$ cat config.mk
export PLATFORM = sky130hd
export DESIGN_NAME = crm_front
export DESIGN_NICKNAME = d
export VERILOG_FILES = /design/src/hw/rtl/crm_pkg.sv /design/src/hw/rtl/crm_front.sv
export SDC_FILE = /design/constraint.sdc
export NUM_CORES = 1
export LEC_CHECK = 0
export BUFFER_PORTS_ARGS = -buffer_cell sky130_fd_sc_hd__buf_2
export CAP_MARGIN = 25
export CORE_UTILIZATION = 53
export DETAILED_ROUTE_END_ITERATION = 10
export GPL_TIMING_DRIVEN = 0
export PLACE_DENSITY = 0.79
export SLEW_MARGIN = 20
export SYNTH_ARGS = -nofsm -noshare
export SYNTH_HDL_FRONTEND = slang
export SYNTH_SLANG_ARGS = --single-unit
$ cat constraint.sdc
create_clock -name clk -period 4 [get_ports clk]
set_clock_uncertainty 0.1 [all_clocks]
set_input_delay 0.8 -clock clk [delete_from_list [all_inputs] [get_ports clk]]
set_output_delay 0.8 -clock clk [all_outputs]
set_load 0.01 [all_outputs]
$ cat src/hw/rtl/crm_pkg.sv
package crm_pkg;

    // Default geometry of the layer.
    localparam int IMAGE_SIZE_DEF = 28;
    localparam int FILTERS_DEF    = 8;

    // Fixed field widths.
    localparam int IDX_W   = 7;
    localparam int COEF_W  = 32;
    localparam int PIX_W   = 16;
    localparam int POS_OUT_W = 4;
    localparam int CHAN_W  = 35;
    localparam int SUM_W   = 36;
    localparam int PROD_W  = 32;
    localparam int OUT_CHANS = 8;
    localparam int TAPS    = 9;

    // Command codes of an input transaction.
    localparam logic CMD_COEF  = 1'b0;
    localparam logic CMD_PIXEL = 1'b1;

    // Class of a queued item after decoding.
    typedef enum logic [1:0] {
        KIND_NONE,
        KIND_WEIGHT,
        KIND_BIAS,
        KIND_PIXEL
    } kind_t;

    typedef struct packed {
        logic                     command;
        logic [IDX_W-1:0]         coef_index;
        logic signed [COEF_W-1:0] coef_value;
        logic signed [PIX_W-1:0]  pixel;
    } in_item_t;

    typedef struct packed {
        logic [POS_OUT_W-1:0] pool_row;
        logic [POS_OUT_W-1:0] pool_col;
        logic [CHAN_W-1:0]    chan0;
        logic [CHAN_W-1:0]    chan1;
        logic [CHAN_W-1:0]    chan2;
        logic [CHAN_W-1:0]    chan3;
        logic [CHAN_W-1:0]    chan4;
        logic [CHAN_W-1:0]    chan5;
        logic [CHAN_W-1:0]    chan6;
        logic [CHAN_W-1:0]    chan7;
        logic                 frame_end;
    } out_item_t;

    // Decoded item as it travels from the front part to the back part.
    typedef struct packed {
        kind_t                    kind;
        logic [IDX_W-1:0]         idx;
        logic signed [COEF_W-1:0] value;
        logic signed [PIX_W-1:0]  pixel;
    } entry_t;

endpackage

$ cat src/hw/rtl/crm_front.sv
module crm_front #(
    parameter int FILTERS = crm_pkg::FILTERS_DEF
) (
    input  logic              clk,
    input  logic              rst_n,
    input  logic              in_valid,
    output logic              in_stall,
    input  crm_pkg::in_item_t in_data,
    output logic              q_valid,
    input  logic              q_pop,
    output crm_pkg::entry_t   q_entry
);

    localparam int NUM_W = FILTERS * crm_pkg::TAPS;
    localparam int DEPTH = 2;

    crm_pkg::entry_t q_mem [DEPTH];
    logic            wr_ptr_reg;
    logic            wr_ptr_next;
    logic            rd_ptr_reg;
    logic            rd_ptr_next;
    logic [1:0]      count_reg;
    logic [1:0]      count_next;
    crm_pkg::entry_t dec;
    logic            push;

    // Decode the incoming transaction and saturate weights to 16 bits.
    always_comb
    begin
        dec.idx   = in_data.coef_index;
        dec.pixel = in_data.pixel;
        dec.value = in_data.coef_value;
        if (in_data.command == crm_pkg::CMD_PIXEL)
        begin
            dec.kind = crm_pkg::KIND_PIXEL;
        end
        else if (int'(in_data.coef_index) < NUM_W)
        begin
            dec.kind = crm_pkg::KIND_WEIGHT;
            if (in_data.coef_value > 32'sd32767)
            begin
                dec.value = 32'sd32767;
            end
            else if (in_data.coef_value < -32'sd32768)
            begin
                dec.value = -32'sd32768;
            end
        end
        else if (int'(in_data.coef_index) < NUM_W + FILTERS)
        begin
            dec.kind = crm_pkg::KIND_BIAS;
        end
        else
        begin
            dec.kind = crm_pkg::KIND_NONE;
        end
    end

    assign in_stall = (count_reg == 2'(DEPTH));
    assign push     = in_valid && !in_stall;
    assign q_valid  = (count_reg != 2'd0);
    assign q_entry  = q_mem[rd_ptr_reg];

    // Queue pointers and fill level.
    always_comb
    begin
        wr_ptr_next = push ? !wr_ptr_reg : wr_ptr_reg;
        rd_ptr_next = q_pop ? !rd_ptr_reg : rd_ptr_reg;
        count_next  = count_reg + 2'(push) - 2'(q_pop);
    end

    always_ff @(posedge clk or negedge rst_n)
    begin
        if (!rst_n)
        begin
            wr_ptr_reg <= 1'b0;
            rd_ptr_reg <= 1'b0;
            count_reg  <= 2'd0;
        end
        else
        begin
            wr_ptr_reg <= wr_ptr_next;
            rd_ptr_reg <= rd_ptr_next;
            count_reg  <= count_next;
        end
    end

    // Queue storage.
    always_ff @(posedge clk)
    begin
        if (push)
        begin
            q_mem[wr_ptr_reg] <= dec;
        end
    end

endmodule

==> metrics.md <==
| Metric | Value |
|---|---|
| First-pass GRT wire length | 14.7 mm |
| I/O pins | 119 |
| Final hold violations | 0 |
| Post-CTS sizing | 0 |
| Critical path class | register to primary output |
| Period utilization | 73.9% |
| Clk Latency, worst-skew pair | 0.50 ns |
| Cells after synthesis | 258 |
| DRC viols | 0 |
| CP max stage cell | dfrtp_1 |
| 1st-iter DRT viols | 105 |
| Top post-synthesis cells by area | edfxtp_1 (71%), mux2_2 (13%), a2bb2oi_1 (2.9%), a22o_1 (2.4%), dfrtp_1 (2.1%) |
| Power Density | 740 nW/µm² |
| Num Clock Sinks | 118 |
| CP arrival | 2.06 ns |
| Required @ worst endpoint | 3.10 ns |
| Top post-synthesis cells by count | edfxtp_1 (114), mux2_2 (57), a2bb2oi_1 (16) |
| Fmax | 0.338 GHz |
| Mapped Area | 4840 µm² |
| Drt pass-1 iters | 4 |
| Max reg flops | 114 |
| Hold WS | 0.383 ns |
| Placer Congestion | 0.765 |
| Register area share after synthesis | 72.7% |
| Bufs on Longest Clock Path | 2 |
| Core area | 8760 µm² |
| CP most frequent cell | buf_2 |
| Clk pin slew, worst setup/hold paths | 0.05 ns |
| Yosys warns | 0 |
| Worst setup SP type | register |
| Synth top area share | 70.7% |
| Slew headroom | 58.0% |
| Cell leakage power | 2.43 nW |
| Share of layout cells above drive strength 1 | 57.3% |
| Yosys reg bits | 118 |
| Setup repair bufs after CTS | 0 |
| FFs w/ async S/R, synth | 3.39% |
| Worst Path Max Fanout | 10 |
| Total GRT Usage | 20.6% |
| Max Slew Vio Count | 0 |
| Worst Hold Class | primary input to register |
| Final Net Count | 462 |
| Post-DR wirelength/cell | 18.1 µm |
| Number of placed instances, taps included | 487 |
| Count leader, synth | edfxtp_1 |
| Crit end category | primary output |
| Post-DP HPWL | 6.18 mm |
| Post-layout minimum cycle time | 2.96 ns |
| Netlist cell types | 29 |
| Max-cap violations | 0 |
| CP cell instances | buf_2, buf_2, mux2_2, buf_2 |
| Num CTS Buffers | 17 |
| TritonCTS clock tree | yes |
| N_diodes | 0 |
| Clock root cell | clkbuf_8 |
| Largest delay share family, worst path | buffers and inverters |
| Post-synth top flop | edfxtp_1 |
| Maximum VDD drop | 0.349 mV |
| Grt ovf | 0 |
| DRT antenna net count | 0 |
| Avg Cell Area, Syn | 18.8 µm² |
| Setup violations, final | 0 |
| Area grow syn2layout | 29.7% |
| Syn Nets | 321 |
| Die span in y | 97.6 µm |
| I/O Buffers | 118 |
| Via density | 5.51 |
| RSZ-0062 raised after global routing | no |
| H-tree Lvls | 4 |
| Area leader, netlist | edfxtp_1 |
| Row cnt | 34 |
| Via count | 2,866 |
| Tightest Pin Transition | 0.629 ns |
| Post-synth EDFFs | 114 |
| Outcome | complete, no violations |
| Die area | 9520 µm² |
| Initial antenna violation count | 0 |
| CP max stage delay | 0.40 ns |
| Initial Util | 55.3% |
| Vias in the first global route | 2,907 |
| Post-Route WL | 9.44 mm |
| Largest net degree at the start of global routing | 33 |
| Fin cells | 520 |
| Sum of buffers and inverters on the critical path | 3 |
| Total chip power | 0.00465 W |
| Die X | 97.6 µm |
==> final timing paths <==
| check | startpoint | endpoint | slack (ns) | cells past startpoint |
|---|---|---|---|---|
| worst min-delay path | in_data[9] | q_mem[0][9] | 0.38 | 1 |
| worst max-delay path | rd_ptr_reg | q_entry[34] | 1.04 | 4 |
| min in group asynchronous | rst_n | count_reg[1] | 0.53 | 2 |
| max in group asynchronous | rst_n | count_reg[0] | 3.15 | 2 |
| worst min register to register | count_reg[1] | count_reg[1] | 0.42 | 1 |
| worst max register to register | count_reg[1] | q_mem[0][47] | 2.12 | 4 |
==> final cells by class <==
class	count	area [µm²]
sequential	118	3520
fill	580	2480
multi-input combinational	120	1210
timing repair buffer	122	668
clock buffer	18	418
clock inverter	14	206
tap	108	135
buffer	16	106
inverter	4	15.0
==> metrics by stage <==
step	setup WS [ns]	TNS (ns)	utilization, %	cell area [µm²]
2_1_floorplan	0.148	0	-	4840
3_3_place_gp	-1.29	-73.62	63.5	5570
3_5_place_dp	1.11	0	64.5	5650
4_1_cts	0.999	0	71.7	6280
5_1_grt	0.954	0	71.7	6280
6_report	1.04	0	71.7	6280
==> placed cells by master (no fill, tap or decap), types with 2 or more instances in the layout <==
cell type   count
nand2_1         3
buf_4           3
a22o_2          2
edfxtp_1      114
clkinvlp_4      2
bufinv_16       5
xnor2_1         3
nand2b_1        2
mux2_2         57
dfrtp_1         4
ha_1            3
clkbuf_16      16
nor4_2          3
buf_6           3
a2bb2oi_1      16
nand4_1         4
a22o_1         13
buf_2         128
clkinv_2        4
buf_12          2
inv_1           4
==> per-layer routing <==
metal | vias to the layer above | global-route usage, % | wire length, µm
met5 | - | 0 | 0
met4 | 0 | 7.01 | 49
met3 | 6 | 7.05 | 600
met2 | 116 | 33.5 | 4790
met1 | 1418 | 26.0 | 4000
li1 | 1326 | - | -
==> timing repair <==
| action | 4_1_cts | 5_1_grt |
|---|---|---|
| hold buffers | 1 | 0 |
| endpoints found under the hold margin | 4 | 0 |
| setup endpoints to repair | 0 | 0 |
==> kinds of logic after synthesis <==
group,Yosys count,synth area share [%]
DFF,118,72.7
muxes,57,13.3
AOI/OAI and AO/OA,36,6.95
buffers and inverters,20,2.51
and+or+nand+nor,20,3.05
xor gates and xnor gates,4,0.723
adders and majority gates,3,0.775
==> where the power goes <==
part	switching [W]	internal, W
logic	0.000679	0.000599
clock network	0.000525	0.00107
registers	0.0000765	0.00170
total	0.00128	0.00337
Power figures use the tool's default switching activity.
